`config.mk`:
```
export PLATFORM = sky130hd
export DESIGN_NAME = log_record_scan_newest
export DESIGN_NICKNAME = d
export VERILOG_FILES = /design/src/hdl/lrsn_pkg.sv /design/src/hdl/lrsn_tracker.sv /design/src/hdl/log_record_scan_newest.sv
export SDC_FILE = /design/constraint.sdc
export NUM_CORES = 1
export LEC_CHECK = 0
export ABC_AREA = 1
export ABC_CLOCK_PERIOD_IN_PS = 6400
export BUFFER_PORTS_ARGS = -buffer_cell sky130_fd_sc_hd__buf_4
export CORE_MARGIN = 2
export CORE_UTILIZATION = 60
export CTS_BUF_LIST = sky130_fd_sc_hd__clkbuf_16
export CTS_CLUSTER_DIAMETER = 60
export DETAILED_ROUTE_END_ITERATION = 8
export PLACE_DENSITY = 0.84
export SYNTH_ARGS = -nofsm -noshare
export SYNTH_HDL_FRONTEND = slang
export SYNTH_HIERARCHICAL = 1
export SYNTH_SLANG_ARGS = --single-unit
```
`constraint.sdc`:
```
create_clock -name clk -period 6.4 [get_ports clk]
set_clock_uncertainty 0.1 [all_clocks]
set_input_delay 0.32 -clock clk [delete_from_list [all_inputs] [get_ports clk]]
set_output_delay 0.32 -clock clk [all_outputs]
set_load 0.02 [all_outputs]
```
`src/hdl/lrsn_pkg.sv`:
```
package lrsn_pkg;

    // Ring geometry and record layout
    localparam int SLOTS        = 256;
    localparam int RECORD_BYTES = 32;
    localparam int SLOT_W       = (SLOTS > 1) ? $clog2(SLOTS) : 1;
    localparam int POS_W        = $clog2(RECORD_BYTES);
    localparam int COUNT_CAP    = (SLOTS > 511) ? 511 : SLOTS;

    // Byte offsets of the header fields inside a record
    localparam int OFS_MAGIC    = 0;
    localparam int OFS_VERSION  = 2;
    localparam int OFS_SEQ      = 4;

    // CRC-8, MSB first, no reflection, no final xor
    localparam logic [7:0] CRC_POLY = 8'h07;

    // Register reset values
    localparam logic [15:0] MAGIC_RESET   = 16'hA55A;
    localparam logic [7:0]  VERSION_RESET = 8'h01;

    localparam int CFG_IDX_W  = 2;
    localparam int CFG_DATA_W = 16;

    typedef enum logic [CFG_IDX_W-1:0] {
        REG_MAGIC   = 2'd0,
        REG_VERSION = 2'd1
    } cfg_reg_t;

    typedef struct packed {
        logic [7:0] data_byte;
        logic       restart;
    } byte_item_t;

    typedef struct packed {
        logic        record_valid;
        logic [7:0]  record_slot;
        logic [31:0] record_sequence;
        logic [8:0]  good_count;
        logic        newest_found;
        logic [7:0]  latest_slot;
        logic [7:0]  next_slot;
        logic [31:0] next_sequence;
    } result_item_t;

    // One byte step as seen by the scan tracker
    typedef struct packed {
        logic        step;
        logic        restart;
        logic        done;
        logic        ok;
        logic [31:0] seq;
    } rec_event_t;

    // Scan status after the step, already in output widths
    typedef struct packed {
        logic [7:0]  record_slot;
        logic [8:0]  good_count;
        logic        newest_found;
        logic [7:0]  latest_slot;
        logic [7:0]  next_slot;
        logic [31:0] next_sequence;
    } scan_status_t;

    function automatic logic [7:0] crc8_byte(input logic [7:0] crc, input logic [7:0] b);
        logic [7:0] c;
        c = crc ^ b;
        for (int i = 0; i < 8; i++) begin
            c = c[7] ? ((c << 1) ^ CRC_POLY) : (c << 1);
        end
        return c;
    endfunction

    // Low 8 bits of a slot index
    function automatic logic [7:0] slot_to_byte(input logic [SLOT_W-1:0] s);
        logic [SLOT_W+7:0] w;
        w = {8'b0, s};
        return w[7:0];
    endfunction

endpackage

```
`src/hdl/lrsn_tracker.sv`:
```
module lrsn_tracker
    import lrsn_pkg::*;
(
    input  logic         clk,
    input  logic         rst_n,
    input  rec_event_t   evt,
    output scan_status_t status
);

    logic [SLOT_W-1:0] cur_slot_reg, cur_slot_next;
    logic [8:0]        total_reg, total_next;
    logic [31:0]       newest_seq_reg, newest_seq_next;
    logic [SLOT_W-1:0] latest_slot_reg, latest_slot_next;

    logic [SLOT_W-1:0] base_slot;
    logic [8:0]        base_total;
    logic [31:0]       base_seq;
    logic [SLOT_W-1:0] base_latest_slot;
    logic [31:0]       diff;
    logic              newer;
    logic [SLOT_W-1:0] after_newest;
    logic [31:0]       seq_plus;

    // Restart clears the scan ahead of the byte it comes with
    always_comb
    begin
        base_slot        = evt.restart ? '0 : cur_slot_reg;
        base_total       = evt.restart ? '0 : total_reg;
        base_seq         = evt.restart ? '0 : newest_seq_reg;
        base_latest_slot = evt.restart ? '0 : latest_slot_reg;
    end

    // Newer by wrapping signed difference; equal sequences keep the older slot
    assign diff  = evt.seq - base_seq;
    assign newer = (base_seq == 32'd0) || ((diff != 32'd0) && !diff[31]);

    always_comb
    begin
        cur_slot_next    = cur_slot_reg;
        total_next       = total_reg;
        newest_seq_next  = newest_seq_reg;
        latest_slot_next = latest_slot_reg;
        if (evt.step)
        begin
            cur_slot_next    = base_slot;
            total_next       = base_total;
            newest_seq_next  = base_seq;
            latest_slot_next = base_latest_slot;
            if (evt.done)
            begin
                cur_slot_next = (base_slot == SLOT_W'(SLOTS - 1)) ? '0 : base_slot + 1'b1;
                if (evt.ok)
                begin
                    if (base_total < 9'(COUNT_CAP))
                        total_next = base_total + 9'd1;
                    if (newer)
                    begin
                        newest_seq_next  = evt.seq;
                        latest_slot_next = base_slot;
                    end
                end
            end
        end
    end

    // Status as reported with the finished record
    assign after_newest = (latest_slot_next == SLOT_W'(SLOTS - 1)) ? '0
                                                                   : latest_slot_next + 1'b1;
    assign seq_plus     = newest_seq_next + 32'd1;

    always_comb
    begin
        status.record_slot   = slot_to_byte(base_slot);
        status.good_count    = total_next;
        status.newest_found  = (newest_seq_next != 32'd0);
        status.latest_slot   = slot_to_byte(latest_slot_next);
        status.next_slot     = status.newest_found ? slot_to_byte(after_newest) : 8'd0;
        status.next_sequence = (seq_plus == 32'd0) ? 32'd1 : seq_plus;
    end

    always_ff @(posedge clk or negedge rst_n)
    begin
        if (!rst_n)
        begin
            cur_slot_reg    <= '0;
            total_reg       <= '0;
            newest_seq_reg  <= '0;
            latest_slot_reg <= '0;
        end
        else
        begin
            cur_slot_reg    <= cur_slot_next;
            total_reg       <= total_next;
            newest_seq_reg  <= newest_seq_next;
            latest_slot_reg <= latest_slot_next;
        end
    end

`ifndef SYNTHESIS
    a_count_capped: assert property (@(posedge clk) disable iff (!rst_n)
        total_reg <= 9'(COUNT_CAP))
        else $error("valid count above cap");

    a_none_slot_zero: assert property (@(posedge clk) disable iff (!rst_n)
        (newest_seq_reg == 32'd0) |-> (latest_slot_reg == '0))
        else $error("newest slot set without a newest record");

    a_valid_sets_newest: assert property (@(posedge clk) disable iff (!rst_n)
        (evt.step && evt.done && evt.ok) |=> (newest_seq_reg != 32'd0))
        else $error("valid record left no newest sequence");
`endif

endmodule

```
`src/hdl/log_record_scan_newest.sv`:
```
// Recovery scan over a ring of fixed-size log records. Record bytes stream in one per
// item, slot after slot; each record's last byte is its stored CRC-8 (poly 0x07, init 0)
// over the bytes before it. After every last byte one result comes out: whether magic,
// version, non-zero sequence and CRC matched, plus the running valid count, the newest
// record (by wrapping signed sequence difference) and the slot and sequence to append
// next. restart on an item makes that byte byte 0 of slot 0 and clears the scan.
// Rate: one byte per clock while results are read. An accepted byte waits in the input
// register while the byte update (CRC step, header capture, newest compare) runs into
// the result register, so a result is shown once its last byte's update is written there.
// Only a record's last byte waits, and only while the previous result is still held
// unread. Configuration writes always complete without waiting.
module log_record_scan_newest
    import lrsn_pkg::*;
(
    input  logic                  clk,
    input  logic                  rst_n,
    input  logic                  byte_valid,
    output logic                  byte_ready,
    input  byte_item_t            byte_item,
    output logic                  result_valid,
    input  logic                  result_ready,
    output result_item_t          result_item,
    input  logic                  cfg_valid,
    output logic                  cfg_ready,
    input  logic [CFG_IDX_W-1:0]  cfg_index,
    input  logic [CFG_DATA_W-1:0] cfg_data
);

    logic             in_valid_reg;
    byte_item_t       in_item_reg;
    logic [POS_W-1:0] byte_pos_reg, byte_pos_next;
    logic [7:0]       crc_reg, crc_next;
    logic [15:0]      magic_reg, magic_next;
    logic [7:0]       version_reg, version_next;
    logic [31:0]      seq_reg, seq_next;
    logic [15:0]      exp_magic_reg;
    logic [7:0]       exp_version_reg;
    logic             result_valid_reg;
    result_item_t     result_item_reg;

    logic [POS_W-1:0] pos;
    logic [7:0]       crc_base;
    logic [7:0]       b;
    logic             is_last;
    logic             out_free;
    logic             advance;
    logic             rec_ok;
    rec_event_t       evt;
    scan_status_t     status;

    assign cfg_ready    = 1'b1;
    assign result_valid = result_valid_reg;
    assign result_item  = result_item_reg;

    // Byte position and CRC as seen after an optional restart
    assign b        = in_item_reg.data_byte;
    assign pos      = in_item_reg.restart ? '0 : byte_pos_reg;
    assign crc_base = in_item_reg.restart ? '0 : crc_reg;
    assign is_last  = (pos == POS_W'(RECORD_BYTES - 1));

    // Flow control: only a last byte needs room in the result register
    assign out_free   = !result_valid_reg || result_ready;
    assign advance    = in_valid_reg && (!is_last || out_free);
    assign byte_ready = !in_valid_reg || advance;

    // Header capture and CRC step
    always_comb
    begin
        magic_next    = magic_reg;
        version_next  = version_reg;
        seq_next      = seq_reg;
        byte_pos_next = is_last ? '0 : pos + 1'b1;
        crc_next      = is_last ? 8'd0 : crc8_byte(crc_base, b);
        if (pos == POS_W'(OFS_MAGIC))
            magic_next[7:0] = b;
        if (pos == POS_W'(OFS_MAGIC + 1))
            magic_next[15:8] = b;
        if (pos == POS_W'(OFS_VERSION))
            version_next = b;
        if (pos >= POS_W'(OFS_SEQ) && pos < POS_W'(OFS_SEQ + 4))
            seq_next[8 * pos[1:0] +: 8] = b;
    end

    assign rec_ok = (magic_reg == exp_magic_reg) && (version_reg == exp_version_reg) &&
                    (seq_reg != 32'd0) && (crc_base == b);

    always_comb
    begin
        evt.step    = advance;
        evt.restart = in_item_reg.restart;
        evt.done    = is_last;
        evt.ok      = rec_ok;
        evt.seq     = seq_reg;
    end

    lrsn_tracker u_tracker (
        .clk    (clk),
        .rst_n  (rst_n),
        .evt    (evt),
        .status (status)
    );

    // Configuration registers
    always_ff @(posedge clk or negedge rst_n)
    begin
        if (!rst_n)
        begin
            exp_magic_reg   <= MAGIC_RESET;
            exp_version_reg <= VERSION_RESET;
        end
        else if (cfg_valid)
        begin
            case (cfg_reg_t'(cfg_index))
                REG_MAGIC:   exp_magic_reg   <= cfg_data;
                REG_VERSION: exp_version_reg <= cfg_data[7:0];
                default:     ;
            endcase
        end
    end

    // Input register
    always_ff @(posedge clk or negedge rst_n)
    begin
        if (!rst_n)
            in_valid_reg <= 1'b0;
        else if (byte_ready)
            in_valid_reg <= byte_valid;
    end

    always_ff @(posedge clk)
    begin
        if (byte_ready && byte_valid)
            in_item_reg <= byte_item;
    end

    // Per-record state
    always_ff @(posedge clk or negedge rst_n)
    begin
        if (!rst_n)
        begin
            byte_pos_reg <= '0;
            crc_reg      <= '0;
        end
        else if (advance)
        begin
            byte_pos_reg <= byte_pos_next;
            crc_reg      <= crc_next;
        end
    end

    always_ff @(posedge clk)
    begin
        if (advance)
        begin
            magic_reg   <= magic_next;
            version_reg <= version_next;
            seq_reg     <= seq_next;
        end
    end

    // Result register
    always_ff @(posedge clk or negedge rst_n)
    begin
        if (!rst_n)
            result_valid_reg <= 1'b0;
        else if (advance && is_last)
            result_valid_reg <= 1'b1;
        else if (result_ready)
            result_valid_reg <= 1'b0;
    end

    always_ff @(posedge clk)
    begin
        if (advance && is_last)
        begin
            result_item_reg.record_valid    <= rec_ok;
            result_item_reg.record_slot     <= status.record_slot;
            result_item_reg.record_sequence <= seq_reg;
            result_item_reg.good_count      <= status.good_count;
            result_item_reg.newest_found    <= status.newest_found;
            result_item_reg.latest_slot     <= status.latest_slot;
            result_item_reg.next_slot       <= status.next_slot;
            result_item_reg.next_sequence   <= status.next_sequence;
        end
    end

`ifndef SYNTHESIS
    a_pos_in_range: assert property (@(posedge clk) disable iff (!rst_n)
        byte_pos_reg <= POS_W'(RECORD_BYTES - 1))
        else $error("byte position past record end");

    a_result_from_last: assert property (@(posedge clk) disable iff (!rst_n)
        $rose(result_valid_reg) |-> $past(advance && is_last))
        else $error("result without a finished record");

    a_valid_counted: assert property (@(posedge clk) disable iff (!rst_n)
        (result_valid_reg && result_item_reg.record_valid) |->
            (result_item_reg.newest_found && (result_item_reg.good_count != 9'd0)))
        else $error("valid record not reflected in scan status");
`endif

endmodule
```
==> results of run 1 <==
-- timing repair --
action,in CTS,in global routing
endpoints found under the hold margin,55,0
hold buffers,29,0
gates resized for setup,0,2
setup endpoints to repair,0,2
-- cells by family after synthesis --
kind of cell | after synthesis | synth area share [%]
DFF | 260 | 46.9
other | 1 | 0.0240
muxes | 7 | 0.504
adders and majority gates | 46 | 3.73
AOI/OAI and AO/OA | 124 | 4.53
xor gates and xnor gates | 41 | 2.42
buffers and inverters | 397 | 10.3
and+or+nand+nor | 1136 | 31.6
-- metrics by stage --
step                      instances  utilization [%]  worst slack [ps]  hold slack, ps
after global placement         2462             65.7               715             109
final                          2543             70.5               623            73.2
after floorplan                2012                -              1910           -75.6
after global routing           2542             70.5              83.3            87.5
after detailed placement       2462             65.7               799             114
after CTS                      2542             70.5               714            50.6
-- path summary, 6_finish.rpt --
path                            slack, ps             start                          end  depth (start not counted)
worst max register to register        620           evt[34]              result_item[39]                         31
worst max-delay path                  620           evt[34]              result_item[39]                         31
max in group asynchronous            4760             rst_n  u_tracker/newest_seq_reg[7]                          3
worst min register to register        400  exp_magic_reg[1]             exp_magic_reg[1]                          2
worst min-delay path                   70             rst_n            exp_magic_reg[12]                          2
min in group clk                      360      byte_item[6]                         b[5]                          2
-- layer usage --
layer	global-route usage [%]	vias up	routed length, um
li1	-	6731	-
met1	44.4	6626	18400
met2	57.4	689	22600
met3	5.87	137	3840
met4	12.5	0	1720
met5	0	-	0
-- layout make-up --
cell class	count	area, um^2
inverter	358	1350
antenna	1	2.50
clock inverter	23	243
clock buffer	28	701
tap	335	419
sequential	260	7340
timing repair buffer	183	1470
multi-input combinational	1355	6700
fill	2037	7610
-- worst max-delay path, delay by kind of cell (launching register included) --
| family | cells | cell delay, ps |
|---|---|---|
| buffers and inverters | 6 | 890 |
| DFF | 1 | 370 |
| adders and majority gates | 2 | 600 |
| and+or+nand+nor | 23 | 3550 |
-- layout by cell type (no fill, tap or decap), types with 3 or more instances in the layout --
| master | instances |
|---|---|
| sky130_fd_sc_hd__o21ai_1 | 9 |
| sky130_fd_sc_hd__and3_1 | 3 |
| sky130_fd_sc_hd__nand3_2 | 7 |
| sky130_fd_sc_hd__bufinv_16 | 4 |
| sky130_fd_sc_hd__dfrtp_1 | 87 |
| sky130_fd_sc_hd__inv_1 | 341 |
| sky130_fd_sc_hd__nand3_1 | 150 |
| sky130_fd_sc_hd__nand2_4 | 3 |
| sky130_fd_sc_hd__edfxtp_1 | 164 |
| sky130_fd_sc_hd__a22oi_1 | 4 |
| sky130_fd_sc_hd__nor2_2 | 22 |
| sky130_fd_sc_hd__a31oi_1 | 6 |
| sky130_fd_sc_hd__clkinv_2 | 4 |
| sky130_fd_sc_hd__clkbuf_16 | 28 |
| sky130_fd_sc_hd__clkinv_1 | 10 |
| sky130_fd_sc_hd__nor2_1 | 252 |
| sky130_fd_sc_hd__mux2_2 | 7 |
| sky130_fd_sc_hd__nor3_1 | 34 |
| sky130_fd_sc_hd__o21ai_0 | 41 |
| sky130_fd_sc_hd__inv_2 | 15 |
| sky130_fd_sc_hd__and2_1 | 4 |
| sky130_fd_sc_hd__nor3b_1 | 3 |
| sky130_fd_sc_hd__nand3b_1 | 5 |
| sky130_fd_sc_hd__o21bai_1 | 3 |
| sky130_fd_sc_hd__nand2_2 | 30 |
| sky130_fd_sc_hd__xor2_1 | 24 |
| sky130_fd_sc_hd__a21oi_1 | 38 |
| sky130_fd_sc_hd__xnor2_1 | 16 |
| sky130_fd_sc_hd__buf_4 | 152 |
| sky130_fd_sc_hd__a21oi_2 | 3 |
| sky130_fd_sc_hd__nor2_4 | 8 |
| sky130_fd_sc_hd__nand2_1 | 561 |
| sky130_fd_sc_hd__nand4_1 | 38 |
| sky130_fd_sc_hd__nor4_1 | 11 |
| sky130_fd_sc_hd__o22ai_1 | 13 |
| sky130_fd_sc_hd__dlygate4sd3_1 | 29 |
| sky130_fd_sc_hd__ha_1 | 45 |
| sky130_fd_sc_hd__dfstp_2 | 9 |
-- power by group through the flow --
| stage | Combinational (mW) | Sequential [mW] | Clock [mW] |
|---|---|---|---|
| 3_3_place_gp | 0.772 | 1.99 | 0 |
| 4_1_cts | 0.813 | 1.96 | 1.66 |
| 6_report | 0.837 | 1.96 | 1.65 |
| 5_1_grt | 0.930 | 1.97 | 1.73 |
| 3_5_place_dp | 0.793 | 1.99 | 0 |
| 2_1_floorplan | 0.588 | 1.97 | 0 |
==> results.md, run 1 <==
- result of the run: completed
- cell area power density: 244 nW/um^2
- combined area of all synthesized cells: 15600 um^2
- NumNets Final: 2264
- Remaining Overflow, GRT: 0
- flip-flop and latch count after synthesis: 260
- top-level port count: 134
- wire length of the first global-routing pass: 71.7 mm
- most used cell along the critical path: sky130_fd_sc_hd__nand2_1
- CORE AREA: 25800 um^2
- area grow syn2layout: 16.5%
- CTS Root Buffer Type: sky130_fd_sc_hd__clkbuf_16
- CP max FO: 40
- CTS tree: done
- Finish-stage setup viols: 0
- Port-buffer cells: 132
- max reg flops: 99
- final routed DRC violation total: 0
- slew at the pin closest to its max-slew limit: 1040 ps
- peak supply drop: 0.000241 V
- worst min path class: input port to asynchronous set/reset pin
- Longest Clk Path Bufs: 3
- static power due to leakage: 8.65 nW
- unique cell type count in the Yosys netlist: 51
- pin count of the biggest net entering global routing: 77
- critical path capture point type: flop
- top-area cell type share of the netlist area: 31.5%
- post-CTS setup buffers: 0
- sequential share of the synthesized area: 46.9%
- total routing usage reported by global routing: 34.1%
- min cycle time layout: 5780 ps
- cell area after placement: 17000 um^2
- Internal Pwr Total: 3.13 mW
- routed vias: 14183
- Pins Over Slew Limit: 0
- Antenna Nets Post-Route: 0
- vias in the first global route: 13588
- insertion delay to the later sink of the worst-skew pair: 580 ps
- number of instances in the synthesized netlist: 2012
- most used standard cells in the synthesized netlist: sky130_fd_sc_hd__nand2_1 (561), sky130_fd_sc_hd__inv_1 (339), sky130_fd_sc_hd__nor2_1 (253)
- Max Clock Freq: 173 MHz
- routability congestion estimate: 1.01
- ranking of synthesized cells by area: sky130_fd_sc_hd__edfxtp_1 (31%), sky130_fd_sc_hd__dfrtp_1 (14%), sky130_fd_sc_hd__nand2_1 (13%), sky130_fd_sc_hd__inv_1 (8.1%), sky130_fd_sc_hd__nor2_1 (6.1%)
- mean instance size in the synthesized netlist: 7.77 um^2
- most used flip-flop cell after synthesis: sky130_fd_sc_hd__edfxtp_1
- critical path startpoint category: flop
- Post-synth EDFFs: 164
- routed length per instance: 18.3 um
- delay of the slowest critical-path stage: 540 ps
- number of H-tree levels: 1
- setup repair after global routing missed its margin: no
- row count: 59
- clk sink count: 260
- overall die width: 165 um
- Psw: 1.32 mW
- Final TNS setup: 0 ps
- die outline height: 165 um
- fraction of power consumed by the clock network: 37.1%
- most used standard cell by instance count after synthesis: sky130_fd_sc_hd__nand2_1
- fraction of layout cells with a size suffix above 1: 14.0%
- aggregate routed wire length: 46.5 mm
- floorplan die area: 27400 um^2
- clock-pin slew reported for the worst setup and hold paths after clock tree synthesis: 70 ps
- category of the critical setup timing path: flop to flop
- final clock period utilization by the worst path: 90.3%
- total power of the final layout: 4.45 mW
- number of clock buffers inserted by TritonCTS: 28
- number of detailed-routing iterations run before antenna repair: 6
- largest area contributor in the netlist: sky130_fd_sc_hd__edfxtp_1
- crit path DAT: 6010 ps
- count of yosys warnings during synthesis: 6
- highest-delay cell along the critical path: sky130_fd_sc_hd__nor4_1
- register share of total power: 44.1%
- Max transition margin: 30.9%
- half-perimeter wire length of the detailed placement result: 34.4 mm
- number of antenna violations at the first check in global routing: 1
- post-route cell area: 18200 um^2
- Sw Ratio: 29.7%
- Detailed Route Iter0 Violations: 1562
- number of endpoints with negative hold slack in the final report: 0
- Critical Path RT: 6630 ps
- syn_nets: 2090
- Async SR Flop Fraction: 36.9%
- DR vias/cell: 5.58
- combinational fraction of design power: 18.8%
- max-cap check violation count: 0
- initial standard-cell utilization of the core: 60.5%
No activity file was read; power rests on OpenSTA's default activity.
==> inputs of run 2 (changes only) <==
--- a/config.mk
+++ b/config.mk
@@ -14,4 +14,5 @@
 export CTS_CLUSTER_DIAMETER = 60
 export DETAILED_ROUTE_END_ITERATION = 8
+export GPL_ROUTABILITY_DRIVEN = 0
 export PLACE_DENSITY = 0.84
 export SYNTH_ARGS = -nofsm -noshare
==> constraint.sdc (replaced) <==
create_clock -name clk -period 6.4 [get_ports clk]
set_clock_uncertainty 0.1 [all_clocks]
set_input_delay 0.96 -clock clk [delete_from_list [all_inputs] [get_ports clk]]
set_output_delay 0.96 -clock clk [all_outputs]
set_load 0.02 [all_outputs]
==> run 2 against run 1 <==
Effect of this change: worst setup slack worse by 40 ps; utilization down 1.2 points; register-to-register slack worse by 40 ps; highest routed layer unchanged; critical path type unchanged; die area unchanged; sequential power about the same; fmax down 0.69%; largest power group unchanged; largest cell class unchanged; via count down 0.33%; critical endpoint is now result_item[1].
==> results.md, run 2 (synthesis gave the netlist of run 1 again) <==
- Port-buffer cells: 132
- initial standard-cell utilization of the core: 60.5%
- grt met3 use: 5.59%
- pin count of the biggest net entering global routing: 74
- Max transition margin: 33.9%
- clk sink count: 260
- Post-Route Hold Slack: 173 ps
- CTS tree: done
- CTS Root Buffer Type: sky130_fd_sc_hd__clkbuf_16
- wire length of the first global-routing pass: 67.1 mm
- Reg-to-Reg End: result_item[1]
- insertion delay to the later sink of the worst-skew pair: 570 ps
- result of the run: completed
- number of H-tree levels: 1
- floorplan die area: 27400 um^2
- CP max FO: 42
- Longest Clk Path Bufs: 3
- worst min path class: input port to asynchronous set/reset pin
- highest-delay cell along the critical path: sky130_fd_sc_hd__edfxtp_1
- cell area power density: 246 nW/um^2
- busiest layer in global routing: met2
- number of clock buffers inserted by TritonCTS: 28
- routed length per instance: 17.2 um
- number of gates resized after cts: 0
- total power of the final layout: 4.41 mW
- routed vias: 14136
- setup repair after global routing missed its margin: no
- overall die width: 165 um
- NumNets Final: 2232
- half-perimeter wire length of the detailed placement result: 32.1 mm
- startpoint of the lowest-slack register-to-register path: evt[34]
- fraction of layout cells with a size suffix above 1: 14.0%
- category of the critical setup timing path: flop to flop
- min cycle time layout: 5820 ps
- M1 GR Usage: 39.0%
- static power due to leakage: 8.53 nW
- area grow syn2layout: 14.5%
- max-cap check violation count: 0
- max reg flops: 99
- depth of the worst register-to-register path: 36
- met2 track demand over resource in global routing: 52.2%
- aggregate routed wire length: 43.1 mm
- highest-count cells in the layout ignoring fill and taps: sky130_fd_sc_hd__nand2_1 (561), sky130_fd_sc_hd__inv_1 (344), sky130_fd_sc_hd__nor2_1 (253), sky130_fd_sc_hd__edfxtp_1 (164), sky130_fd_sc_hd__nand3_1 (150)
- critical path startpoint category: flop
- crit path DAT: 6020 ps
- Remaining Overflow, GRT: 0
- top-level port count: 134
- Critical Path RT: 6600 ps
- antenna diode count: 0
- number of detailed-routing iterations run before antenna repair: 7
- final routed DRC violation total: 0
- most used cell along the critical path: sky130_fd_sc_hd__nand2_1
- CORE AREA: 25800 um^2
- post-route cell area: 17900 um^2
- Finish-stage setup viols: 0
- die outline height: 165 um
- DR vias/cell: 5.63
- vias in the first global route: 13577
- number of antenna violations at the first check in global routing: 0
- slew at the pin closest to its max-slew limit: 992 ps
- cell area after placement: 16900 um^2
- Final TNS setup: 0 ps
- clock-pin slew reported for the worst setup and hold paths after clock tree synthesis: 60 ps
- delay of the slowest critical-path stage: 490 ps
- Detailed Route Iter0 Violations: 2040
- Antenna Nets Post-Route: 0
- row count: 59
- final clock period utilization by the worst path: 90.9%
- number of endpoints with negative hold slack in the final report: 0
- critical path capture point type: flop
- post-layout utilization of the core: 69.3%
- peak supply drop: 0.000247 V
- Max Clock Freq: 172 MHz
- leading cell type in the layout, fill and taps excluded: sky130_fd_sc_hd__nand2_1
- Pins Over Slew Limit: 0
- total routing usage reported by global routing: 31.3%
- setup slack of the most critical reg-to-reg path: 580 ps
## run 2: cell types whose count changed in the layout (fill, tap and decap cells not counted), moves of 3 or more
cell                            previous run  this run
sky130_fd_sc_hd__inv_1                   341       344
sky130_fd_sc_hd__buf_4                   152       149
sky130_fd_sc_hd__dlygate4sd3_1            29         0
sky130_fd_sc_hd__clkinv_1                 10         7
## run 2: timing repair
item	4_1_cts	5_1_grt
hold buffers	0	0
endpoints found under the setup margin	0	2
buffers inserted	0	3
## run 2: cell type report
| class | instances | area, um^2 |
|---|---|---|
| Fill cell | 1986 | 7930 |
| Timing Repair Buffer | 151 | 1160 |
| Multi-Input combinational cell | 1355 | 6690 |
| Clock buffer | 28 | 701 |
| Sequential cell | 260 | 7340 |
| Clock inverter | 23 | 248 |
| Inverter | 358 | 1350 |
| Tap cell | 335 | 419 |
## run 2: power by group
group | switching [mW] | leakage (nW) | internal (mW)
clock network | 0.673 | 0.478 | 0.963
registers | 0.0679 | 2.67 | 1.89
logic | 0.548 | 5.38 | 0.261
total | 1.29 | 8.53 | 3.12
## run 2: worst max-delay path by stage
stage	startpoint	to	slack [ps]
2_1_floorplan	evt[34]	result_item[1]	1910
3_3_place_gp	evt[34]	result_item[1]	750
3_5_place_dp	evt[34]	result_item[1]	670
4_1_cts	evt[34]	result_item[1]	540
5_1_grt	evt[34]	result_item[1]	140
6_report	evt[34]	result_item[1]	580
## run 2: layer usage
layer	part of all wire [%]	routed length [um]
met5	0	0
met4	5.5	2370
met3	9.2	3970
met2	48	20600
met1	38	16200
## run 2: critical path, delay by kind of cell, from the launching register on
family,cells,cell delay (ps)
simple gates,30,3660
flops,1,490
buf+inv,4,560
fa+ha+maj,2,670
## run 2: per-stage QoR
step                worst slack, ps  instances
floorplan                      1910       2012
global placement                753       2456
detailed placement              668       2456
CTS                             538       2507
global route                    144       2510
finish                          583       2510
